==> config.mk <==
export PLATFORM = sky130hd
export DESIGN_NAME = naive_substring_search_top_flat
export DESIGN_NICKNAME = d
export VERILOG_FILES = /design/src/sv/nss_pkg.sv /design/src/sv/nss_stream_if.sv /design/src/sv/nss_ram.sv /design/src/sv/nss_datapath.sv /design/src/sv/nss_ctrl.sv /design/src/sv/naive_substring_search_top.sv /design/src/flat_wrapper.sv
export SDC_FILE = /design/constraint.sdc
export NUM_CORES = 1
export LEC_CHECK = 0
export BUFFER_PORTS_ARGS = -buffer_cell sky130_fd_sc_hd__buf_2
export CORE_ASPECT_RATIO = 1.5
export CORE_MARGIN = 1.5
export CORE_UTILIZATION = 40
export DETAILED_ROUTE_END_ITERATION = 10
export SKIP_CTS_REPAIR_TIMING = 1
export SLEW_MARGIN = 25
export SYNTH_ARGS = -nofsm -noshare
export SYNTH_HDL_FRONTEND = slang
export SYNTH_SLANG_ARGS = --single-unit
==> constraint.sdc <==
create_clock -name clk -period 3.1 [get_ports clk]
set_clock_uncertainty 0.1 [all_clocks]
set_input_delay 0.31 -clock clk [delete_from_list [all_inputs] [get_ports clk]]
set_output_delay 0.31 -clock clk [all_outputs]
set_load 0.05 [all_outputs]
==> src/sv/nss_pkg.sv <==
// Shared types and constants for the naive substring search block.
package nss_pkg;

	localparam int MAX_LEN_DEF = 64;

	typedef enum logic [1:0] {
		MODE_TEXT    = 2'd0,
		MODE_PATTERN = 2'd1,
		MODE_SEARCH  = 2'd2
	} mode_t;

	typedef struct packed {
		logic [1:0] mode;
		logic [7:0] char_value;
	} in_item_t;

	typedef struct packed {
		logic found;
		logic overflow;
	} out_item_t;

	// Commands from the controller to the datapath.
	typedef struct packed {
		logic append_text;
		logic append_pat;
		logic cnt_clear;
		logic k_inc;
		logic s_inc;
		logic res_load;
		logic res_found;
		logic clear_all;
	} dp_cmd_t;

	// Status from the datapath to the controller.
	typedef struct packed {
		logic pat_empty;
		logic pat_longer;
		logic match;
		logic last_k;
		logic last_start;
	} dp_status_t;

endpackage

==> src/sv/nss_stream_if.sv <==
// Valid/ready stream interface with a typed payload.
interface nss_stream_if #(
	parameter type payload_t = logic
);
	logic     valid;
	logic     ready;
	payload_t payload;

	modport source (output valid, output payload, input ready);
	modport sink (input valid, input payload, output ready);
endinterface

==> src/sv/nss_ram.sv <==
// Generic single write port, single read port RAM with registered read data.
module nss_ram #(
	parameter int WIDTH = 8,
	parameter int DEPTH = 64
) (
	input  logic                     clk,
	input  logic                     we,
	input  logic [$clog2(DEPTH)-1:0] waddr,
	input  logic [WIDTH-1:0]         wdata,
	input  logic [$clog2(DEPTH)-1:0] raddr,
	output logic [WIDTH-1:0]         rdata
);
	logic [WIDTH-1:0] mem [DEPTH];

	always_ff @(posedge clk) begin
		if (we) begin
			mem[waddr] <= wdata;
		end
		rdata <= mem[raddr];
	end
endmodule

==> src/sv/nss_datapath.sv <==
// Datapath: text and pattern buffers, lengths, search counters and result register.
module nss_datapath #(
	parameter int MAX_LEN = nss_pkg::MAX_LEN_DEF
) (
	input  logic                 clk,
	input  logic                 arst_n,
	input  nss_pkg::dp_cmd_t     cmd,
	input  logic [7:0]           char_value,
	output nss_pkg::dp_status_t  status,
	output logic                 found,
	output logic                 overflow
);
	import nss_pkg::*;

	localparam int LW = $clog2(MAX_LEN + 1);
	localparam int AW = $clog2(MAX_LEN);
	localparam logic [LW-1:0] FULL = LW'(MAX_LEN);

	logic [LW-1:0] tlen_q, plen_q;
	logic          ovf_q;
	logic [AW-1:0] s_q, k_q;
	logic          found_q, overflow_q;
	logic [7:0]    text_rd, pat_rd;
	logic          text_full, pat_full;
	logic [LW-1:0] taddr_sum;

	assign text_full = (tlen_q == FULL);
	assign pat_full  = (plen_q == FULL);
	assign taddr_sum = LW'(s_q) + LW'(k_q);

	nss_ram #(.WIDTH(8), .DEPTH(MAX_LEN)) u_text_ram (
		.clk   (clk),
		.we    (cmd.append_text && !text_full),
		.waddr (tlen_q[AW-1:0]),
		.wdata (char_value),
		.raddr (taddr_sum[AW-1:0]),
		.rdata (text_rd)
	);

	nss_ram #(.WIDTH(8), .DEPTH(MAX_LEN)) u_pat_ram (
		.clk   (clk),
		.we    (cmd.append_pat && !pat_full),
		.waddr (plen_q[AW-1:0]),
		.wdata (char_value),
		.raddr (k_q),
		.rdata (pat_rd)
	);

	always_ff @(posedge clk or negedge arst_n) begin
		if (!arst_n) begin
			tlen_q <= '0;
			plen_q <= '0;
			ovf_q  <= 1'b0;
		end else if (cmd.clear_all) begin
			tlen_q <= '0;
			plen_q <= '0;
			ovf_q  <= 1'b0;
		end else begin
			if (cmd.append_text) begin
				if (text_full) begin
					ovf_q <= 1'b1;
				end else begin
					tlen_q <= tlen_q + 1'b1;
				end
			end
			if (cmd.append_pat) begin
				if (pat_full) begin
					ovf_q <= 1'b1;
				end else begin
					plen_q <= plen_q + 1'b1;
				end
			end
		end
	end

	always_ff @(posedge clk) begin
		if (cmd.cnt_clear) begin
			s_q <= '0;
			k_q <= '0;
		end else if (cmd.s_inc) begin
			s_q <= s_q + 1'b1;
			k_q <= '0;
		end else if (cmd.k_inc) begin
			k_q <= k_q + 1'b1;
		end
		if (cmd.res_load) begin
			found_q    <= cmd.res_found;
			overflow_q <= ovf_q;
		end
	end

	assign status.pat_empty  = (plen_q == '0);
	assign status.pat_longer = (plen_q > tlen_q);
	assign status.match      = (text_rd == pat_rd);
	assign status.last_k     = ((LW'(k_q) + 1'b1) == plen_q);
	assign status.last_start = ((LW'(s_q) + plen_q) == tlen_q);

	assign found    = found_q;
	assign overflow = overflow_q;
endmodule

==> src/sv/nss_ctrl.sv <==
// Controller state machine for loading and searching.
module nss_ctrl (
	input  logic                clk,
	input  logic                arst_n,
	input  logic                in_valid,
	input  logic [1:0]          mode,
	output logic                in_ready,
	output logic                out_valid,
	input  logic                out_ready,
	input  nss_pkg::dp_status_t status,
	output nss_pkg::dp_cmd_t    cmd
);
	import nss_pkg::*;

	typedef enum logic [3:0] {
		S_IDLE = 4'b0001,
		S_READ = 4'b0010,
		S_CMP  = 4'b0100,
		S_DONE = 4'b1000
	} state_t;

	state_t state_q, state_d;
	logic   hit_q, hit_d;
	logic   out_valid_q, out_valid_d;

	always_comb begin
		state_d     = state_q;
		hit_d       = hit_q;
		out_valid_d = out_valid_q && !out_ready;
		cmd         = '0;
		in_ready    = 1'b0;
		unique case (state_q)
			S_IDLE: begin
				in_ready = 1'b1;
				if (in_valid) begin
					unique case (mode)
						MODE_TEXT: begin
							cmd.append_text = 1'b1;
						end
						MODE_PATTERN: begin
							cmd.append_pat = 1'b1;
						end
						MODE_SEARCH: begin
							cmd.cnt_clear = 1'b1;
							if (status.pat_empty) begin
								hit_d   = 1'b1;
								state_d = S_DONE;
							end else if (status.pat_longer) begin
								hit_d   = 1'b0;
								state_d = S_DONE;
							end else begin
								state_d = S_READ;
							end
						end
						default: begin
						end
					endcase
				end
			end
			S_READ: begin
				// Buffer reads issued here return in the compare state.
				state_d = S_CMP;
			end
			S_CMP: begin
				if (status.match) begin
					if (status.last_k) begin
						hit_d   = 1'b1;
						state_d = S_DONE;
					end else begin
						cmd.k_inc = 1'b1;
						state_d   = S_READ;
					end
				end else if (status.last_start) begin
					hit_d   = 1'b0;
					state_d = S_DONE;
				end else begin
					cmd.s_inc = 1'b1;
					state_d   = S_READ;
				end
			end
			S_DONE: begin
				if (!out_valid_q || out_ready) begin
					cmd.res_load  = 1'b1;
					cmd.res_found = hit_q;
					cmd.clear_all = 1'b1;
					out_valid_d   = 1'b1;
					state_d       = S_IDLE;
				end
			end
			default: begin
				state_d = S_IDLE;
			end
		endcase
	end

	always_ff @(posedge clk or negedge arst_n) begin
		if (!arst_n) begin
			state_q     <= S_IDLE;
			hit_q       <= 1'b0;
			out_valid_q <= 1'b0;
		end else begin
			state_q     <= state_d;
			hit_q       <= hit_d;
			out_valid_q <= out_valid_d;
		end
	end

	assign out_valid = out_valid_q;
endmodule

==> src/sv/naive_substring_search_top.sv <==
// Append bytes are accepted back to back while no search is running.
// A search runs its byte comparisons (at most (text - pattern + 1) * pattern), each a
// buffer read state and a compare state, and then loads a registered result.
// The result waits in an output register; new appends are taken while it waits.
// Reset clears the lengths, the overflow flag and the result valid; buffer contents
// are left as they are and are only read below the current lengths.
module naive_substring_search_top #(
	parameter int MAX_LEN = nss_pkg::MAX_LEN_DEF
) (
	input  logic         clk,
	input  logic         arst_n,
	nss_stream_if.sink   in_ch,
	nss_stream_if.source out_ch
);
	import nss_pkg::*;

	dp_cmd_t    cmd;
	dp_status_t status;
	logic       in_ready, out_valid, found, overflow;

	nss_ctrl u_ctrl (
		.clk       (clk),
		.arst_n    (arst_n),
		.in_valid  (in_ch.valid),
		.mode      (in_ch.payload.mode),
		.in_ready  (in_ready),
		.out_valid (out_valid),
		.out_ready (out_ch.ready),
		.status    (status),
		.cmd       (cmd)
	);

	nss_datapath #(.MAX_LEN(MAX_LEN)) u_datapath (
		.clk        (clk),
		.arst_n     (arst_n),
		.cmd        (cmd),
		.char_value (in_ch.payload.char_value),
		.status     (status),
		.found      (found),
		.overflow   (overflow)
	);

	assign in_ch.ready              = in_ready;
	assign out_ch.valid             = out_valid;
	assign out_ch.payload.found     = found;
	assign out_ch.payload.overflow  = overflow;
endmodule

==> src/flat_wrapper.sv <==
// flat-port wrapper written by rule: the top's interface ports become plain ports
module naive_substring_search_top_flat import nss_pkg::*;
#(
	parameter int MAX_LEN = nss_pkg::MAX_LEN_DEF
)
  (clk, arst_n, in_ch_valid, in_ch_payload, in_ch_ready, out_ch_valid, out_ch_payload, out_ch_ready);
  nss_stream_if #(.payload_t(in_item_t)) in_ch_i ();
  nss_stream_if #(.payload_t(out_item_t)) out_ch_i ();
  input  logic clk;
  input  logic arst_n;
  input wire logic [$bits(in_ch_i.valid)-1:0] in_ch_valid;
  input wire logic [$bits(in_ch_i.payload)-1:0] in_ch_payload;
  output wire logic [$bits(in_ch_i.ready)-1:0] in_ch_ready;
  output wire logic [$bits(out_ch_i.valid)-1:0] out_ch_valid;
  output wire logic [$bits(out_ch_i.payload)-1:0] out_ch_payload;
  input wire logic [$bits(out_ch_i.ready)-1:0] out_ch_ready;
  assign in_ch_i.valid = in_ch_valid;
  assign in_ch_i.payload = in_ch_payload;
  assign in_ch_ready = in_ch_i.ready;
  assign out_ch_valid = out_ch_i.valid;
  assign out_ch_payload = out_ch_i.payload;
  assign out_ch_i.ready = out_ch_ready;
  naive_substring_search_top #(.MAX_LEN(MAX_LEN)) u_core (.clk(clk), .arst_n(arst_n), .in_ch(in_ch_i), .out_ch(out_ch_i));
endmodule
==> results of run 1 <==
[metrics by stage]
stage / area, sq um / power (W) / setup slack (ps) / TNS (ps)
after floorplan: 42600 / 0.0178 / 116 / 0
after global placement: 46000 / 0.0188 / -178 / -920
after global routing: 49500 / 0.0315 / -150 / -1390
after detailed placement: 46000 / 0.0189 / -154 / -995
after CTS: 49200 / 0.0308 / -142 / -942
final: 49500 / 0.0306 / -111 / -463
[worst paths after layout]
check | to | cells past startpoint | slack (ps) | from
worst max-delay path | u_core.u_datapath.u_text_ram.rdata[1]$_DFF_P_ | 8 | -110 | u_core.u_datapath.k_q[0]$_SDFFE_PP0P_
worst min-delay path | u_core.u_datapath.u_pat_ram.mem[58][1]$_DFFE_PP_ | 1 | 40 | in_ch_payload[1]
worst max register to register | u_core.u_datapath.u_text_ram.rdata[1]$_DFF_P_ | 8 | -110 | u_core.u_datapath.k_q[0]$_SDFFE_PP0P_
worst min register to register | u_core.u_datapath.overflow$_DFFE_PP_ | 0 | 370 | u_core.u_datapath.ovf_q$_DFF_PN0_
max in group asynchronous | u_core.u_ctrl.state_q[0]$_DFFE_PN1P_ | 2 | 2360 | arst_n
min in group asynchronous | u_core.u_datapath.tlen_q[3]$_DFFE_PN0P_ | 2 | 130 | arst_n
[Yosys cell counts (12+ instances only)]
cell type	number
edfxtp_1	1026
mux4_2	320
nor2_1	164
clkbuf_1	45
nand2_1	39
mux2i_1	31
buf_2	30
dfxtp_1	28
ha_1	24
xnor2_1	24
xor2_1	24
dfrtp_1	20
nand3_1	18
a22oi_1	16
inv_1	15
a21oi_1	12
[power by group]
group          leakage (nW)  switching (W)  total, W  internal [W]
Sequential             9.73       0.000167    0.0162        0.0161
Clock                  1.54        0.00531    0.0120       0.00669
Combinational          4.24        0.00141   0.00237      0.000954
Total                  15.5        0.00689    0.0306        0.0237
[sequential cells by signal, indices dropped and copies added, names as in the netlist]
name,cells
u_core.u_datapath.u_pat_ram.mem,512
u_core.u_datapath.u_text_ram.mem,512
u_core.u_datapath.u_pat_ram.rdata,8
u_core.u_datapath.u_text_ram.rdata,8
u_core.u_datapath.plen_q,7
u_core.u_datapath.tlen_q,7
u_core.u_datapath.k_q,6
u_core.u_datapath.s_q,6
u_core.u_ctrl.state_q,4
u_core.u_ctrl.hit_q,1
u_core.u_ctrl.out_valid,1
u_core.u_datapath.found,1
u_core.u_datapath.overflow,1
u_core.u_datapath.ovf_q,1
[metal layers]
| metal | vias up | global-route usage [%] | share of wire, % |
|---|---|---|---|
| met5 | - | 0 | 0.012 |
| met4 | 2 | 6.95 | 3.3 |
| met3 | 140 | 2.04 | 3.4 |
| met2 | 500 | 35.1 | 56 |
| met1 | 10800 | 22.0 | 37 |
| li1 | 8695 | - | - |
[layout by cell type (no fill, tap or decap), types with 17 or more instances in the layout]
master / netlist / layout
buf_12: 0 / 25
buf_4: 9 / 207
clkbuf_1: 45 / 27
clkbuf_16: 0 / 100
clkinv_1: 0 / 17
dfrtp_1: 20 / 20
dfxtp_1: 28 / 23
edfxtp_1: 1026 / 1026
ha_1: 24 / 23
mux2i_1: 31 / 24
mux4_2: 320 / 320
nand2_1: 39 / 39
nand3_1: 18 / 17
nor2_1: 164 / 164
xnor2_1: 24 / 22
xor2_1: 24 / 24
[kinds of logic after synthesis]
logic type                 share of synthesized area, %
and+or+nand+nor                                    3.13
muxes                                              17.7
buffers and inverters                              1.27
adders and majority gates                         0.799
DFF                                                74.9
AOI/OAI and AO/OA                                  1.25
xor gates and xnor gates                          0.987
[final cells by class]
type,count,area share (%)
clock inverters,47,1.12
flip-flops and latches,1075,64.5
multi-input cells,782,20.8
repair buffers,254,4.66
clock buffers,131,5.33
inverters,15,0.114
well taps,1406,3.55
==> impl_metrics.csv, run 1 <==
group,metric,value,unit
run_status,status,"complete, but fails checks",
run_status,violations,"setup timing",
sta,relSlewSlack,31.8,%
floorplanning,core-area,106000,sq um
final_layout,fin_nets,2266,
floorplanning,io_pins,18,
setup_path,crit_type,"reg2reg",
power_and_ir_drop,powerDensity,618,nW/um^2
sta,holdWs,36.4,ps
job,cap_violations,0,
floorplanning,die-area,108000,sq um
logic_synthesis,synth_top_area_share,72.4,%
logic_synthesis,synth_edf_count,1026,
grt,grt_pass1_vias,21300,
placed_design,dp_hpwl,65.5,mm
logic_synthesis,syn_area,42600,sq um
logic_synthesis,synth.area.top_cells,"edfxtp_1 72%, mux4_2 17%, nor2_1 1.4%",
clock_tree,clockRootBuffer,"clkbuf_16",
grt,grt_pass1_wl,148,mm
setup_path,crit_chain,"ha_4, fa_4, buf_12, buf_12, mux4_2, mux4_2, mux2i_2, mux2i_1",
logic_synthesis,synth.ff_latch_count,1075,
logic_synthesis,yosysUniqueCellTypes,63,
grt,grt_max_degree,98,
setup_path,cp_top_family,"multiplexers",
floorplanning,die_w,269,um
setup_path,cp-end-kind,"flip-flop",
final_layout,drive_above_1_share,32.4,%
setup_path,cp_num_buf_inv,2,
sta,fmax,311,MHz
logic_synthesis,synthFlopType,"edfxtp_1",
placed_design,numPortBuffers,17,
setup_path,start_kind,"flip-flop",
logic_synthesis,syn_nets,2010,
power_and_ir_drop,leakage,15.5,nW
final_layout,multi_input_area,10300,sq um
floorplanning,std_cell_rows,146,
clock_tree,cts_buffer_depth,3,
route,drc,0,
sta,rsz0062_at_grt,"yes",
placed_design,place.gp.congestion,0.870,
floorplanning,initial_utilization,40.3,%
logic_synthesis,synth_area_per_cell,21.6,sq um
clock_tree,cts_inserted_buffers,98,
sta,hold_viol,0,
grt,grt_overflow,0,
setup_path,path_max_fanout,12,
placed_design,dp.cells,3519,
route,drt_iter0_drc,1735,
logic_synthesis,seq_area_frac_synth,74.9,%
final_layout,fin_cells,3710,
sta,slew_violations,0,
grt,antenna_found_initial,1,
setup_path,critical_path_arrival,3680,ps
sta,min_period_over_period,104,%
sta,period_minus_slack,3210,ps
clock_tree,clkTransAtPathRegs,70,ps
setup_path,slowest_delay,900,ps
route,drt_pass1_iterations,5,
setup_path,required,3570,ps
route,via_per_inst,5.43,
clock_tree,cts_tree,"yes",
final_layout,seqCellArea,31900,sq um
clock_tree,clk_latency,710,ps
route,postRouteAntennaNets,0,
logic_synthesis,syn_inst,1970,
sta,finalSetupViolCount,8,
setup_path,slowest_stage,"fa_4",
final_layout,area_delta_synth_final,16.2,%
logic_synthesis,synth_top_area_cell,"edfxtp_1",
grt,track_usage,18.7,%
final_layout,diodes,0,
clock_tree,ctsHtreeMaxLevel,3,
logic_synthesis,ys_warn_count,0,
logic_synthesis,async_flop_share,1.95,%
sta,timing.final.ws_setup,-111,ps
final_layout,final_util,46.9,%
final_layout,fill_cells,8796,
route,avgRoutedWirePerCell,27.2,um
route,vias,20200,
clock_tree,cts.sinks,1075,
min_path,min_path_type,"in2reg",
floorplanning,die_h,403,um
power_and_ir_drop,ir_worst_vdd,0.000485,V
route,finalWirelength,101,mm
sta,worstMarginPinSlew,1020,ps
Note: power is estimated with default switching activity, not from simulation.
==> run 2, diff against run 1 <==
--- a/config.mk
+++ b/config.mk
@@ -10,6 +10,7 @@
 export CORE_MARGIN = 1.5
 export CORE_UTILIZATION = 40
 export DETAILED_ROUTE_END_ITERATION = 10
+export RECOVER_POWER = 50
 export SKIP_CTS_REPAIR_TIMING = 1
 export SLEW_MARGIN = 25
 export SYNTH_ARGS = -nofsm -noshare
==> impl_metrics.csv, run 2 (synthesized netlist as in run 1, its figures left out) <==
group,metric,value,unit
run_status,status,"complete, but fails checks",
run_status,violations,"capacitance limit, slew limit, setup timing",
sta,worstMarginPinSlew,2990,ps
power_and_ir_drop,powerDensity,619,nW/um^2
final_layout,final_cell_mix,"1026 x edfxtp_1, 320 x mux4_2, 192 x buf_4",
setup_path,start_kind,"flip-flop",
setup_path,reg2reg_from,"u_core.u_datapath.k_q[0]$_SDFFE_PP0P_",
grt,antenna_found_initial,2,
sta,relSlewSlack,-99.1,%
setup_path,critPathLaunch,"u_core.u_datapath.k_q[0]$_SDFFE_PP0P_",
setup_path,cp-end-kind,"flip-flop",
floorplanning,die_h,403,um
final_layout,drive_above_1_share,31.9,%
setup_path,critical_path_arrival,3670,ps
route,drc,0,
floorplanning,die_w,269,um
power_and_ir_drop,ir_worst_vdd,0.000484,V
job,cap_violations,9,
final_layout,design_area,49400,sq um
clock_tree,clockRootBuffer,"clkbuf_16",
sta,period_minus_slack,3200,ps
setup_path,path_max_fanout,12,
floorplanning,die-area,108000,sq um
final_layout,diodes,0,
final_layout,fill_cells,8803,
sta,hold_viol,0,
grt,track_usage,18.7,%
route,vias,20200,
min_path,hold_start,"in_ch_payload[8]",
clock_tree,clk_latency,710,ps
setup_path,cp_top_family,"multiplexers",
placed_design,place.gp.congestion,0.870,
sta,min_period_over_period,103,%
setup_path,slowest_delay,900,ps
grt,grt_overflow,0,
power_and_ir_drop,leakage,15.5,nW
clock_tree,ctsHtreeMaxLevel,3,
setup_path,cp_num_buf_inv,2,
final_layout,final_common_cell,"edfxtp_1",
route,avgRoutedWirePerCell,27.3,um
placed_design,dpl-instance-area,46000,sq um
route,postRouteAntennaNets,0,
setup_path,crit_type,"reg2reg",
placed_design,place_ws,-154,ps
route,via_per_inst,5.46,
clock_tree,clkTransAtPathRegs,70,ps
sta,slew_violations,462,
grt,grt_max_degree,98,
grt,grt_pass1_vias,21300,
floorplanning,core-area,106000,sq um
final_layout,top_regs,"u_core.u_datapath.u_pat_ram.mem: 512 flops, u_core.u_datapath.u_text_ram.mem: 512 flops",
placed_design,dp.cells,3519,
final_layout,fin_cells,3710,
floorplanning,std_cell_rows,146,
route,drt_pass1_iterations,5,
placed_design,numPortBuffers,17,
clock_tree,cts_tree,"yes",
setup_path,required,3570,ps
clock_tree,cts_inserted_buffers,98,
clock_tree,cts_buffer_depth,3,
sta,timing.final.ws_setup,-102,ps
final_layout,area_delta_synth_final,16.0,%
sta,fmax,312,MHz
floorplanning,io_pins,18,
min_path,min_path_type,"in2reg",
sta,finalSetupViolCount,8,
route,drt_iter0_drc,1649,
sta,rsz0062_at_grt,"yes",
placed_design,dp_hpwl,65.5,mm
floorplanning,initial_utilization,40.3,%
setup_path,slowest_stage,"fa_4",
grt,grt_pass1_wl,148,mm
clock_tree,cts.sinks,1075,
power_and_ir_drop,power.total,0.0306,W
route,finalWirelength,101,mm
setup_path,crit_chain,"ha_4, fa_4, buf_12, buf_12, mux4_2, mux4_2, mux2i_2, mux2i_1",
final_layout,fin_nets,2266,
## run 2: changes by cell type in the layout (fill, tap and decap cells not counted), sizes merged
cell    previous run  this run
clkbuf           133       151
buf              250       232
## run 2: worst paths after layout
check                                                                 to  slack [ps]  cells past startpoint
setup reg to reg           u_core.u_datapath.u_text_ram.rdata[1]$_DFF_P_        -100                      8
setup / recovery           u_core.u_datapath.u_text_ram.rdata[1]$_DFF_P_        -100                      8
max in group asynchronous        u_core.u_datapath.plen_q[2]$_DFFE_PN0P_        1620                      2
hold reg to reg                     u_core.u_datapath.overflow$_DFFE_PP_         370                      0
hold / removal                   u_core.u_datapath.tlen_q[0]$_DFFE_PN0P_          50                      4
min in group asynchronous        u_core.u_datapath.tlen_q[3]$_DFFE_PN0P_         450                      2
## run 2: worst reg2reg max path, stage by stage (launching register included)
cell	delay, ps
dfxtp_4	360
ha_4	160
fa_4	900
buf_12	190
buf_12	160
mux4_2	300
mux4_2	590
mux2i_2	240
mux2i_1	110
## run 2: per-layer routing
| metal | wire, um | up-vias | GRT usage, % |
|---|---|---|---|
| met3 | 3430 | 136 | 2.04 |
| li1 | - | 8693 | - |
| met4 | 3310 | 2 | 6.95 |
| met2 | 56700 | 509 | 35.1 |
| met1 | 37700 | 10900 | 22.0 |
| met5 | 12 | - | 0 |
## run 2: area by class of cell
class | count | area, sq um | share of cell area [%]
Clock inverter | 47 | 553 | 1.12
Tap cell | 1406 | 1760 | 3.56
Clock buffer | 131 | 2640 | 5.34
Timing Repair Buffer | 254 | 2220 | 4.49
Inverter | 15 | 56.3 | 0.114
Sequential cell | 1075 | 31900 | 64.6
Multi-Input combinational cell | 782 | 10300 | 20.8
## run 2: where the power goes
part / internal [W] / switching [W]
Clock: 0.00669 / 0.00530
Sequential: 0.0161 / 0.000169
Combinational: 0.000942 / 0.00141
## run 2: stage by stage
| stage | util, % | hold WS [ps] | TNS, ps |
|---|---|---|---|
| after floorplan | - | -85.6 | 0 |
| after global placement | 43.6 | 231 | -920 |
| after detailed placement | 43.6 | 232 | -995 |
| after CTS | 46.6 | -542 | -942 |
| after global routing | 46.8 | 52.0 | -5650 |
| final | 46.8 | 51.8 | -468 |
